### src/hdl/ptt_pkg.sv
package ptt_pkg;

   localparam int NUM_SLOTS_DEF  = 8;
   localparam int TIME_WIDTH_DEF = 32;
   localparam int MAX_RESULTS    = 8;
   localparam int FIELD_TIME_W   = 32;
   localparam int FIELD_SLOT_W   = 3;
   localparam int REQ_DATA_W     = 72;
   localparam int RSP_DATA_W     = 8;

   typedef enum logic {
      OP_TIME = 1'b0,
      OP_LOAD = 1'b1
   } opcode_type;

   typedef struct packed {
      opcode_type                opcode;
      logic [FIELD_TIME_W-1:0]   now_ms;
      logic [FIELD_SLOT_W-1:0]   slot_index;
      logic [FIELD_TIME_W-1:0]   slot_delay;
      logic                      slot_enable;
      logic                      slot_repeat;
   } item_type;

endpackage

### src/hdl/ptt_front.sv
module ptt_front import ptt_pkg::*; (
   input  logic                  clock,
   input  logic                  reset,
   input  logic                  req_tvalid,
   output logic                  req_tready,
   input  logic [REQ_DATA_W-1:0] req_tdata,
   input  logic                  req_tuser,
   output item_type              q_item,
   output logic                  q_valid,
   input  logic                  q_ready
);

   item_type   queue_ff [2];
   logic       wr_ptr_ff;
   logic       rd_ptr_ff;
   logic [1:0] count_ff;
   item_type   item_in;
   logic       push;
   logic       pop;

   // unpack and classify the incoming item
   always_comb begin
      item_in.opcode      = req_tuser ? OP_LOAD : OP_TIME;
      item_in.now_ms      = req_tdata[31:0];
      item_in.slot_index  = req_tdata[34:32];
      item_in.slot_delay  = req_tdata[66:35];
      item_in.slot_enable = req_tdata[67];
      item_in.slot_repeat = req_tdata[68];
   end

   assign req_tready = (count_ff != 2'd2);
   assign q_valid    = (count_ff != 2'd0);
   assign q_item     = queue_ff[rd_ptr_ff];
   assign push       = req_tvalid && req_tready;
   assign pop        = q_valid && q_ready;

   always_ff @(posedge clock) begin
      if (push) begin
         queue_ff[wr_ptr_ff] <= item_in;
      end
      if (reset) begin
         wr_ptr_ff <= 1'b0;
         rd_ptr_ff <= 1'b0;
         count_ff  <= 2'd0;
      end else begin
         if (push) begin
            wr_ptr_ff <= ~wr_ptr_ff;
         end
         if (pop) begin
            rd_ptr_ff <= ~rd_ptr_ff;
         end
         case ({push, pop})
            2'b10:   count_ff <= count_ff + 2'd1;
            2'b01:   count_ff <= count_ff - 2'd1;
            default: count_ff <= count_ff;
         endcase
      end
   end

endmodule

### src/hdl/ptt_div.sv
module ptt_div import ptt_pkg::*; #(
   parameter int TIME_WIDTH = TIME_WIDTH_DEF
) (
   input  logic                  clock,
   input  logic                  reset,
   input  logic                  start,
   input  logic [TIME_WIDTH-1:0] dividend,
   input  logic [TIME_WIDTH-1:0] divisor,
   output logic                  done,
   output logic [TIME_WIDTH-1:0] remainder
);

   localparam int CNT_W = $clog2(TIME_WIDTH + 1);

   logic                  busy_ff;
   logic                  done_ff;
   logic [CNT_W-1:0]      cnt_ff;
   logic [TIME_WIDTH-1:0] rem_ff;
   logic [TIME_WIDTH-1:0] dvd_ff;
   logic [TIME_WIDTH-1:0] dsr_ff;
   logic [TIME_WIDTH:0]   trial;
   logic [TIME_WIDTH:0]   diff;
   logic [TIME_WIDTH-1:0] rem_in;

   // restoring remainder, one bit a cycle
   always_comb begin
      trial  = {rem_ff, dvd_ff[TIME_WIDTH-1]};
      diff   = trial - {1'b0, dsr_ff};
      rem_in = (trial >= {1'b0, dsr_ff}) ? diff[TIME_WIDTH-1:0] : trial[TIME_WIDTH-1:0];
   end

   assign done      = done_ff;
   assign remainder = rem_ff;

   always_ff @(posedge clock) begin
      if (reset) begin
         busy_ff <= 1'b0;
         done_ff <= 1'b0;
         cnt_ff  <= '0;
      end else begin
         done_ff <= 1'b0;
         if (start) begin
            busy_ff <= 1'b1;
            cnt_ff  <= CNT_W'(TIME_WIDTH);
            rem_ff  <= '0;
            dvd_ff  <= dividend;
            dsr_ff  <= divisor;
         end else if (busy_ff) begin
            rem_ff <= rem_in;
            dvd_ff <= {dvd_ff[TIME_WIDTH-2:0], 1'b0};
            cnt_ff <= cnt_ff - CNT_W'(1);
            if (cnt_ff == CNT_W'(1)) begin
               busy_ff <= 1'b0;
               done_ff <= 1'b1;
            end
         end
      end
   end

endmodule

### src/hdl/ptt_back.sv
module ptt_back import ptt_pkg::*; #(
   parameter int NUM_SLOTS  = NUM_SLOTS_DEF,
   parameter int TIME_WIDTH = TIME_WIDTH_DEF
) (
   input  logic                  clock,
   input  logic                  reset,
   input  item_type              q_item,
   input  logic                  q_valid,
   output logic                  q_ready,
   output logic                  div_start,
   output logic [TIME_WIDTH-1:0] div_dividend,
   output logic [TIME_WIDTH-1:0] div_divisor,
   input  logic                  div_done,
   input  logic [TIME_WIDTH-1:0] div_rem,
   output logic                  rsp_tvalid,
   input  logic                  rsp_tready,
   output logic [RSP_DATA_W-1:0] rsp_tdata,
   output logic                  rsp_tlast
);

   localparam int SLOT_W = (NUM_SLOTS > 1) ? $clog2(NUM_SLOTS) : 1;
   localparam int CNT_W  = $clog2(MAX_RESULTS + 1);

   typedef enum logic [2:0] {
      S_IDLE,
      S_READ,
      S_CHECK,
      S_DIV,
      S_EMIT,
      S_FINAL
   } state_type;

   state_type             state_ff;
   logic [SLOT_W-1:0]     slot_ff;
   logic [TIME_WIDTH-1:0] now_ff;
   logic [NUM_SLOTS-1:0]  enabled_ff;
   logic [NUM_SLOTS-1:0]  repeat_ff;
   logic [NUM_SLOTS-1:0]  first_ff;
   logic [CNT_W-1:0]      fire_cnt_ff;
   logic                  pend_v_ff;
   logic [2:0]            pend_slot_ff;
   logic                  rsp_valid_ff;
   logic [2:0]            rsp_slot_ff;
   logic                  rsp_last_ff;

   logic [TIME_WIDTH-1:0] period_mem [NUM_SLOTS];
   logic [TIME_WIDTH-1:0] ref_mem    [NUM_SLOTS];
   logic [TIME_WIDTH-1:0] rd_period_ff;
   logic [TIME_WIDTH-1:0] rd_ref_ff;

   logic                  load_ok;
   logic [SLOT_W-1:0]     load_slot;
   logic                  period_we;
   logic                  ref_we;
   logic [TIME_WIDTH-1:0] ref_wdata;
   logic [TIME_WIDTH-1:0] ref_cur;
   logic [TIME_WIDTH-1:0] elapsed;
   logic                  slot_on;
   logic                  hit;
   logic                  last_slot;
   logic                  out_free;
   logic [2:0]            slot_low;
   logic                  rsp_set;

   assign q_ready   = (state_ff == S_IDLE);
   assign load_ok   = ({4'd0, q_item.slot_index} < 7'(NUM_SLOTS));
   assign load_slot = SLOT_W'(q_item.slot_index);
   assign period_we = q_valid && q_ready && (q_item.opcode == OP_LOAD) && load_ok;
   assign slot_on   = enabled_ff[slot_ff];
   assign ref_cur   = first_ff[slot_ff] ? now_ff : rd_ref_ff;
   assign elapsed   = now_ff - ref_cur;
   assign hit       = (elapsed >= rd_period_ff);
   assign last_slot = (slot_ff == SLOT_W'(NUM_SLOTS - 1));
   assign out_free  = !rsp_valid_ff || rsp_tready;
   assign slot_low  = 3'(slot_ff);
   assign rsp_set   = pend_v_ff && out_free &&
                      ((state_ff == S_EMIT && fire_cnt_ff != CNT_W'(MAX_RESULTS)) ||
                       state_ff == S_FINAL);

   assign div_start    = (state_ff == S_CHECK) && slot_on && hit && (rd_period_ff != '0);
   assign div_dividend = elapsed;
   assign div_divisor  = rd_period_ff;

   // reference: now on a first visit, else now minus elapsed mod period
   always_comb begin
      ref_we    = 1'b0;
      ref_wdata = now_ff;
      if (state_ff == S_CHECK && slot_on && first_ff[slot_ff]) begin
         ref_we = 1'b1;
      end else if (state_ff == S_DIV && div_done) begin
         ref_we    = 1'b1;
         ref_wdata = now_ff - div_rem;
      end
   end

   assign rsp_tvalid = rsp_valid_ff;
   assign rsp_tdata  = {{(RSP_DATA_W - 3){1'b0}}, rsp_slot_ff};
   assign rsp_tlast  = rsp_last_ff;

   always_ff @(posedge clock) begin
      if (period_we) begin
         period_mem[load_slot] <= TIME_WIDTH'(q_item.slot_delay);
      end
      if (ref_we) begin
         ref_mem[slot_ff] <= ref_wdata;
      end
      rd_period_ff <= period_mem[slot_ff];
      rd_ref_ff    <= ref_mem[slot_ff];
   end

   always_ff @(posedge clock) begin
      if (reset) begin
         state_ff     <= S_IDLE;
         slot_ff      <= '0;
         enabled_ff   <= '0;
         repeat_ff    <= '0;
         first_ff     <= '1;
         fire_cnt_ff  <= '0;
         pend_v_ff    <= 1'b0;
         rsp_valid_ff <= 1'b0;
      end else begin
         if (rsp_set) begin
            rsp_valid_ff <= 1'b1;
         end else if (rsp_valid_ff && rsp_tready) begin
            rsp_valid_ff <= 1'b0;
         end
         case (state_ff)
            S_IDLE: begin
               if (q_valid) begin
                  if (q_item.opcode == OP_LOAD) begin
                     if (load_ok) begin
                        enabled_ff[load_slot] <= q_item.slot_enable;
                        repeat_ff[load_slot]  <= q_item.slot_repeat;
                        first_ff[load_slot]   <= 1'b1;
                     end
                  end else begin
                     now_ff      <= TIME_WIDTH'(q_item.now_ms);
                     slot_ff     <= '0;
                     fire_cnt_ff <= '0;
                     state_ff    <= S_READ;
                  end
               end
            end
            S_READ: begin
               state_ff <= S_CHECK;
            end
            S_CHECK: begin
               if (slot_on) begin
                  first_ff[slot_ff] <= 1'b0;
               end
               if (slot_on && hit) begin
                  if (!repeat_ff[slot_ff]) begin
                     enabled_ff[slot_ff] <= 1'b0;
                  end
                  state_ff <= div_start ? S_DIV : S_EMIT;
               end else if (last_slot) begin
                  state_ff <= S_FINAL;
               end else begin
                  slot_ff  <= slot_ff + SLOT_W'(1);
                  state_ff <= S_READ;
               end
            end
            S_DIV: begin
               if (div_done) begin
                  state_ff <= S_EMIT;
               end
            end
            S_EMIT: begin
               if (fire_cnt_ff == CNT_W'(MAX_RESULTS) || !pend_v_ff || out_free) begin
                  if (fire_cnt_ff != CNT_W'(MAX_RESULTS)) begin
                     if (pend_v_ff) begin
                        rsp_slot_ff  <= pend_slot_ff;
                        rsp_last_ff  <= 1'b0;
                     end
                     pend_v_ff    <= 1'b1;
                     pend_slot_ff <= slot_low;
                     fire_cnt_ff  <= fire_cnt_ff + CNT_W'(1);
                  end
                  if (last_slot) begin
                     state_ff <= S_FINAL;
                  end else begin
                     slot_ff  <= slot_ff + SLOT_W'(1);
                     state_ff <= S_READ;
                  end
               end
            end
            S_FINAL: begin
               if (!pend_v_ff) begin
                  state_ff <= S_IDLE;
               end else if (out_free) begin
                  rsp_slot_ff  <= pend_slot_ff;
                  rsp_last_ff  <= 1'b1;
                  pend_v_ff    <= 1'b0;
                  state_ff     <= S_IDLE;
               end
            end
            default: begin
               state_ff <= S_IDLE;
            end
         endcase
      end
   end

endmodule

### src/hdl/periodic_task_timer_bank.sv
// load item: taken while the back end is idle, no result; one item in work at a time
// time item: scans every slot in turn; a fire whose delay is non-zero also runs the
// bit-serial remainder unit, and output back-pressure can stall the scan
// each result waits for the next fire or the scan end before it is sent
// synchronous reset: all slots disabled with first visit pending, queue and result emptied
module periodic_task_timer_bank import ptt_pkg::*; #(
   parameter int NUM_SLOTS  = NUM_SLOTS_DEF,
   parameter int TIME_WIDTH = TIME_WIDTH_DEF
) (
   input  logic                  clock,
   input  logic                  reset,
   input  logic                  req_tvalid,
   output logic                  req_tready,
   // now_ms[31:0], slot_index[34:32], slot_delay[66:35], slot_enable[67], slot_repeat[68]
   input  logic [REQ_DATA_W-1:0] req_tdata,
   // opcode
   input  logic                  req_tuser,
   output logic                  rsp_tvalid,
   input  logic                  rsp_tready,
   // fired_slot[2:0]
   output logic [RSP_DATA_W-1:0] rsp_tdata,
   output logic                  rsp_tlast
);

   item_type              q_item;
   logic                  q_valid;
   logic                  q_ready;
   logic                  div_start;
   logic [TIME_WIDTH-1:0] div_dividend;
   logic [TIME_WIDTH-1:0] div_divisor;
   logic                  div_done;
   logic [TIME_WIDTH-1:0] div_rem;

   ptt_front u_front (
      .clock      (clock),
      .reset      (reset),
      .req_tvalid (req_tvalid),
      .req_tready (req_tready),
      .req_tdata  (req_tdata),
      .req_tuser  (req_tuser),
      .q_item     (q_item),
      .q_valid    (q_valid),
      .q_ready    (q_ready)
   );

   ptt_div #(
      .TIME_WIDTH (TIME_WIDTH)
   ) u_div (
      .clock     (clock),
      .reset     (reset),
      .start     (div_start),
      .dividend  (div_dividend),
      .divisor   (div_divisor),
      .done      (div_done),
      .remainder (div_rem)
   );

   ptt_back #(
      .NUM_SLOTS  (NUM_SLOTS),
      .TIME_WIDTH (TIME_WIDTH)
   ) u_back (
      .clock        (clock),
      .reset        (reset),
      .q_item       (q_item),
      .q_valid      (q_valid),
      .q_ready      (q_ready),
      .div_start    (div_start),
      .div_dividend (div_dividend),
      .div_divisor  (div_divisor),
      .div_done     (div_done),
      .div_rem      (div_rem),
      .rsp_tvalid   (rsp_tvalid),
      .rsp_tready   (rsp_tready),
      .rsp_tdata    (rsp_tdata),
      .rsp_tlast    (rsp_tlast)
   );

   a_div_no_early_done: assert property (@(posedge clock) disable iff (reset)
      div_start |=> !div_done)
      else $error("remainder unit finished straight after start");

   a_div_not_restarted: assert property (@(posedge clock) disable iff (reset)
      div_start |=> !div_start)
      else $error("remainder unit started twice in a row");

   a_queue_holds: assert property (@(posedge clock) disable iff (reset)
      q_valid && !q_ready |=> q_valid)
      else $error("queue lost an item while the back end was busy");

   a_rsp_pad_zero: assert property (@(posedge clock) disable iff (reset)
      rsp_tvalid |-> rsp_tdata[RSP_DATA_W-1:3] == '0)
      else $error("result padding not zero");

endmodule
### config.mk
export PLATFORM = sky130hd
export DESIGN_NAME = periodic_task_timer_bank
export DESIGN_NICKNAME = d
export VERILOG_FILES = /design/src/hdl/ptt_pkg.sv /design/src/hdl/ptt_front.sv /design/src/hdl/ptt_div.sv /design/src/hdl/ptt_back.sv /design/src/hdl/periodic_task_timer_bank.sv
export SDC_FILE = /design/constraint.sdc
export NUM_CORES = 1
export LEC_CHECK = 0
export CELL_PAD_IN_SITES_DETAIL_PLACEMENT = 0
export CELL_PAD_IN_SITES_GLOBAL_PLACEMENT = 1
export CORE_MARGIN = 5
export CORE_UTILIZATION = 49
export DETAILED_ROUTE_END_ITERATION = 12
export DONT_BUFFER_PORTS = 1
export GPL_TIMING_DRIVEN = 0
export PLACE_DENSITY_LB_ADDON = 0.08
export SYNTH_ARGS = -nofsm -noshare
export SYNTH_HDL_FRONTEND = slang
export SYNTH_HIERARCHICAL = 1
export SYNTH_SLANG_ARGS = --single-unit
export TNS_END_PERCENT = 30
### constraint.sdc
create_clock -name clock -period 9.5 [get_ports clock]
set_input_delay 0.475 -clock clock [delete_from_list [all_inputs] [get_ports clock]]
set_output_delay 0.475 -clock clock [all_outputs]
set_load 0.02 [all_outputs]
==> results.ini, run 1 <==
[run_status]
status = completed

[finish]
fin_nets = 3140
area_growth_pct = 14.9
layout_common_cells = edfxtp_1, a22oi_1, inv_1, ha_1, a21oi_1
fin_area_sq_um = 44300
drive_above_1_share = 0.119
finalNonFillerCells = 4059
final_common_cell = edfxtp_1

[setup_path]
critPathLaunchType = flop
cp_top_family = compound AO/OA/AOI/OAI gates
crit_buf_inv = 6
critPathSlowestCell = clkdlybuf4s15_1
slowest_delay_ns = 0.75
worstPathRequired_ns = 9.88
cp.depth = 29
crit_fanout = 10
rr_worst_depth = 29
crit_type = flop to flop
reg2reg_setup_slack_ns = 0.66
r2r-start = u_back/slot_ff[1]$_SDFFE_PP0P_
crit_path_end_kind = flop
cp_common_cell = a21oi_1
arrival_ns = 9.22
crit_start = u_back/slot_ff[1]$_SDFFE_PP0P_

[routing]
totalWireLength_microns = 108000
drt_iter0_markers = 2320
num_vias = 24000
drtPass1Iterations = 5
ant_nets = 0
wire_per_inst_microns = 26.5
drc = 0
avgViaCountPerCell = 5.90

[placement]
gp_congestion = 0.861
dp_hpwl_microns = 76100
dpl-instance-area_sq_um = 40500
dpl.cell_count = 3808
portBuffers = 0
dp_slack_ns = -0.966

[cts]
cts.sinks = 900
cts-htree-levels = 3
clk_latency_ns = 0.66
cts_root_buffer = clkbuf_16
clockBufferDepth = 3
cts_buffers = 94
cts_tree = yes
clk_pin_slew_ns = 0.06

[yosys]
syn_area_per_cell_sq_um = 14.2
synth-seq-area-share = 0.671
ys.warnings.count = 6
synth_async_sr_flop_share = 0
syn-cell-area_sq_um = 38600
synth_edf_count = 787
synth.top_cells.by_area = edfxtp_1, dfxtp_1, a22oi_1, ha_1, mux2_2
synthCells = 2727
yosysTopAreaCellShare = 0.612
ys_ff_latch = 900
ys.flop_type = edfxtp_1
yosysTopAreaCell = edfxtp_1
yosysUniqueCellTypes = 86

[timing]
hold_violations = 0
max_freq_ghz = 0.113
timing.final.crit_share = 0.930
fin_crit_ns = 8.84
setup_violations = 0
slew_headroom = 0.142
worst_slew_pin_slew_ns = 1.28
skew_ns = 0.0202
worst_slack_ns = 0.664
timing.hold.ws_ns = 0.0433
slew_violations = 0
rsz0062_at_grt = no

[min_path]
hp-class = primary input to flop
min-delay-start = reset
holdPathStages = 1

[floorplan]
core_sq_um = 78500
row_count = 103
ios = 88
dieArea_sq_um = 84500
die_w_microns = 291
die_h_microns = 291
start_util = 0.492

[global_route]
grt_max_degree = 53
grt_pass1_wl_microns = 157000
antenna_found_initial = 5
grt.overflow.total = 0
grt_pass1_vias = 24200
grt_usage = 0.249

[pwr]
p_leak_nw = 15.5
total_power_w = 0.0101
power.density_nw_per_um2 = 228
ir_worst_vdd_mv = 0.187

[run]
max_cap_viol_count = 0

==> metal layers <==
layer	vias up	routed length, microns	track usage
li1	11000	-	-
met1	12000	45600	0.336
met2	816	51000	0.411
met3	202	7120	0.0430
met4	6	3970	0.0864
met5	-	39	0
==> worst paths after layout <==
| kind | endpoint |
|---|---|
| max | u_div/remainder[2]$_SDFFCE_PP0P_ |
| min | u_div/dvd_ff[29]$_DFFE_PP_ |
| max reg2reg | u_div/remainder[2]$_SDFFCE_PP0P_ |
| min reg2reg | u_back/rsp_slot_ff[0]$_DFFE_PP_ |
==> final cells by class <==
cell class / instances / area [sq um]
inverter: 135 / 509
multi-input combinational: 1574 / 11800
fill: 6326 / 34100
clock buffer: 148 / 2740
clock inverter: 29 / 299
timing repair buffer: 100 / 1240
buffer: 122 / 541
sequential: 900 / 25900
tap: 1050 / 1310
antenna: 1 / 2.50
==> through the flow <==
stage | setup TNS, ns | util
floorplan | 0 | -
global placement | -375.55 | 0.509
detailed placement | -83.46 | 0.516
CTS | 0 | 0.565
global route | 0 | 0.565
finish | 0 | 0.565
==> flip-flops by register name (all words and copies together), names as in the netlist, 2 cells and up, named ones only <==
| name | count |
|---|---|
| u_back/period_mem | 256 |
| u_back/ref_mem | 256 |
| u_front/queue_ff | 140 |
| u_back/div_divisor | 32 |
| u_back/now_ff | 32 |
| u_back/rd_ref_ff | 32 |
| u_div/dsr_ff | 32 |
| u_div/dvd_ff | 32 |
| u_div/remainder | 32 |
| u_back/enabled_ff | 8 |
| u_back/first_ff | 8 |
| u_back/repeat_ff | 8 |
| u_div/cnt_ff | 6 |
| u_back/fire_cnt_ff | 4 |
| u_back/pend_slot_ff | 3 |
| u_back/rsp_slot_ff | 3 |
| u_back/slot_ff | 3 |
| u_back/state_ff | 3 |
| u_front/count_ff | 2 |
==> synthesized netlist by cell type (20+ instances only) <==
cell      instances
a22oi_1         261
xor2_1           30
o21ai_0          71
nor3_1           27
nor2b_1          33
a21oi_1         130
dfxtp_1         113
nand4_1          83
ha_1            133
nor2_1          106
mux2i_1          71
inv_1           134
a21o_1           51
mux2_2          101
edfxtp_1        787
nand3_1          26
and3_1           20
xnor2_1          57
clkbuf_1         88
nand2_1         113
==> repair_timing <==
item | CTS | global route
gates cloned | 1 | 0
endpoints found under the setup margin | 146 | 160
hold buffers | 72 | 0
buffers inserted | 1 | 0
pin swaps | 1 | 0
hold endpoints to repair | 148 | 0
resized for setup | 6 | 10
==> power breakdown <==
group / switching, W / total (W) / leakage [nW] / internal (W)
logic: 0.00108 / 0.00174 / 5.96 / 0.000651
clock network: 0.00150 / 0.00359 / 1.49 / 0.00209
registers: 0.000147 / 0.00481 / 8.07 / 0.00466
==> cells by family (layout without fill, tap and decap cells) <==
kind of cell | after synthesis | after routing | synth area share
buffers and inverters | 258 | 534 | 0.0269
muxes | 174 | 174 | 0.0490
AOI/OAI and AO/OA | 677 | 677 | 0.122
DFF | 900 | 900 | 0.671
adders and majority gates | 137 | 137 | 0.0449
xor gates and xnor gates | 87 | 87 | 0.0197
other | 1 | 6 | 0.0000972
and+or+nand+nor | 493 | 494 | 0.0658
(Power assumes the default switching activity.)
==> run 2: changes to the inputs <==
- PLACE_DENSITY: not set -> 0.8
- PLACE_DENSITY_LB_ADDON: 0.08 -> not set
==> results.ini, run 2 (synthesis gave the netlist of run 1 again) <==
[setup_path]
slowest_delay_ns = 0.66  ; was 0.75 ns
reg2reg_setup_slack_ns = 0.35  ; was 0.66 ns
crit_type = flop to flop  ; unchanged
critPathSlowestCell = o31ai_1  ; was clkdlybuf4s15_1
crit_fanout = 10  ; unchanged
cp_common_cell = a21oi_1  ; unchanged
rr_worst_depth = 29  ; unchanged
r2r-end = u_div/remainder[25]$_SDFFCE_PP0P_  ; was u_div/remainder[2]$_SDFFCE_PP0P_
arrival_ns = 9.52  ; was 9.22 ns
worstPathRequired_ns = 9.87  ; was 9.88 ns
crit_path_end_kind = flop  ; unchanged
critPathLaunchType = flop  ; unchanged
crit_buf_inv = 6  ; unchanged
r2r-start = u_back/slot_ff[2]$_SDFFE_PP0P_  ; was u_back/slot_ff[1]$_SDFFE_PP0P_
cp_top_family = compound AO/OA/AOI/OAI gates  ; unchanged

[global_route]
gr-usage-met3 = 0.0368  ; was 0.0430
top_usage_layer = met2  ; unchanged
grt_usage = 0.236  ; was 0.249
grtUsageMet2 = 0.398  ; was 0.411
grt_pass1_wl_microns = 152000  ; was 157000 microns
grt_max_degree = 52  ; was 53
grt.overflow.total = 0  ; unchanged
use_met1 = 0.310  ; was 0.336
grt_pass1_vias = 24300  ; was 24200
antenna_found_initial = 0  ; was 5

[cts]
cts_buffers = 88  ; was 94
cts_tree = yes  ; unchanged
clk_pin_slew_ns = 0.06  ; about the same
clockBufferDepth = 3  ; unchanged
cts_root_buffer = clkbuf_16  ; unchanged
cts.sinks = 900  ; unchanged
clk_latency_ns = 0.63  ; was 0.66 ns
cts-htree-levels = 3  ; unchanged

[floorplan]
start_util = 0.492  ; unchanged
die_w_microns = 291  ; unchanged
ios = 88  ; unchanged
core_sq_um = 78500  ; unchanged
die_h_microns = 291  ; unchanged
dieArea_sq_um = 84500  ; unchanged
row_count = 103  ; unchanged

[timing]
slew_headroom = 0.109  ; was 0.142
worst_slack_ns = 0.345  ; was 0.664 ns
rsz0062_at_grt = yes  ; was no
skew_ns = 0.0223  ; was 0.0202 ns
worst_slew_pin_slew_ns = 1.34  ; was 1.28 ns
max_freq_ghz = 0.109  ; was 0.113 GHz
timing.final.crit_share = 0.964  ; was 0.930
fin_crit_ns = 9.15  ; was 8.84 ns
slew_violations = 0  ; unchanged
setup_violations = 0  ; unchanged
hold_violations = 0  ; unchanged
timing.hold.ws_ns = 0.0743  ; was 0.0433 ns

[pwr]
p_leak_nw = 15.5  ; about the same
ir_worst_vdd_mv = 0.167  ; was 0.187 mV
power.density_nw_per_um2 = 229  ; was 228 nW/um^2

[placement]
dp_hpwl_microns = 71800  ; was 76100 microns
dp_slack_ns = -0.753  ; was -0.966 ns
portBuffers = 0  ; unchanged
gp_congestion = 0.938  ; was 0.861

[finish]
final_common_cell = edfxtp_1  ; unchanged
post-route-util = 0.565  ; about the same
fin_nets = 3133  ; was 3140
top_regs = u_back/period_mem x256, u_back/ref_mem x256, u_front/queue_ff x140  ; unchanged
drive_above_1_share = 0.119  ; about the same
area_growth_pct = 14.8  ; was 14.9%
layout_common_cells = edfxtp_1, a22oi_1, inv_1, ha_1, a21oi_1  ; unchanged

[routing]
avgViaCountPerCell = 6.00  ; was 5.90
ant_nets = 0  ; unchanged
drc = 0  ; unchanged
drtPass1Iterations = 6  ; was 5
wire_per_inst_microns = 25.4  ; was 26.5 microns
num_vias = 24300  ; was 24000
drt_iter0_markers = 2541  ; was 2320
totalWireLength_microns = 103000  ; was 108000 microns

[min_path]
holdPathStages = 2  ; was 1
min_to = u_front/wr_ptr_ff$_SDFFE_PP0P_  ; was u_div/dvd_ff[29]$_DFFE_PP_
min-delay-start = req_tvalid  ; was reset
hp-class = primary input to flop  ; unchanged

[run_status]
status = completed  ; unchanged

[run]
max_cap_viol_count = 0  ; unchanged

==> run 2: cell types whose count changed in the layout (fill, tap and decap cells not counted), sizes merged <==
cell	delta
clkbuf	-35
clkinv	+9
bufinv	+8
clkinvlp	+5
clkdlybuf4s15	-1
dlygate4sd3	-1
nor2	+1
==> run 2: repair_timing <==
item,in CTS,in global routing
buffers inserted,0,1
resized for setup,3,4
gates cloned,2,0
pin swaps,2,1
setup endpoints to repair,111,106
hold endpoints to repair,147,0
hold buffers,71,0
==> run 2: cell type report <==
class / count / area [sq um]
well taps: 1050 / 1310
diodes: 1 / 2.50
clock buffers: 113 / 2450
clock inverters: 51 / 621
repair buffers: 98 / 1190
flip-flops and latches: 900 / 25900
inverters: 135 / 509
plain buffers: 122 / 532
multi-input cells: 1575 / 11800
fillers: 6084 / 34200
==> run 2: worst max-delay path by stage <==
stage	start	end	slack, ns	cells after the start
floorplan	u_back/slot_ff[1]$_SDFFE_PP0P_	u_div/dvd_ff[0]$_SDFFCE_PN0P_	0.51	29
global placement	u_back/slot_ff[2]$_SDFFE_PP0P_	u_div/dvd_ff[2]$_DFFE_PP_	-3.76	29
detailed placement	u_back/slot_ff[1]$_SDFFE_PP0P_	u_div/dvd_ff[2]$_DFFE_PP_	-0.75	30
CTS	u_back/slot_ff[1]$_SDFFE_PP0P_	u_div/remainder[14]$_SDFFCE_PP0P_	0.16	29
global route	u_back/slot_ff[2]$_SDFFE_PP0P_	u_div/dsr_ff[13]$_DFFE_PP_	-0.002	29
finish	u_back/slot_ff[2]$_SDFFE_PP0P_	u_div/remainder[25]$_SDFFCE_PP0P_	0.35	29
==> run 2: layer usage <==
layer / vias up / part of all wire / wire length [microns]
li1: 11000 / - / -
met1: 12000 / 0.40 / 40700
met2: 1083 / 0.48 / 49600
met3: 201 / 0.081 / 8340
met4: 0 / 0.041 / 4230
met5: - / 0 / 0
==> run 2: metrics by stage <==
step,instances,setup TNS (ns),total power [W],cell area (sq um)
2_1_floorplan,2731,0,0.00597,38600
3_3_place_gp,3781,-295.75,0.00645,39900
3_5_place_dp,3807,-59.54,0.00652,40500
4_1_cts,4043,0,0.0102,44300
5_1_grt,4044,-0.00510,0.0105,44300
6_report,4045,0,0.0101,44300
==> run 2: worst register-to-register path: cells and delay by family (launching register included) <==
kind | cells | cell delay, ns
AO/OA/AOI/OAI | 12 | 3.02
buffers and inverters | 6 | 2.51
AND/OR/NAND/NOR | 7 | 1.97
adder cells (fa/ha/maj) | 2 | 0.62
flip-flops | 1 | 0.41
multiplexers | 1 | 0.24
XOR/XNOR | 1 | 0.14
==> run 2: report_power, final <==
part	switching (W)	internal, W	leakage (nW)
Combinational	0.00104	0.000649	5.93
Sequential	0.000149	0.00466	8.07
Clock	0.00147	0.00216	1.50
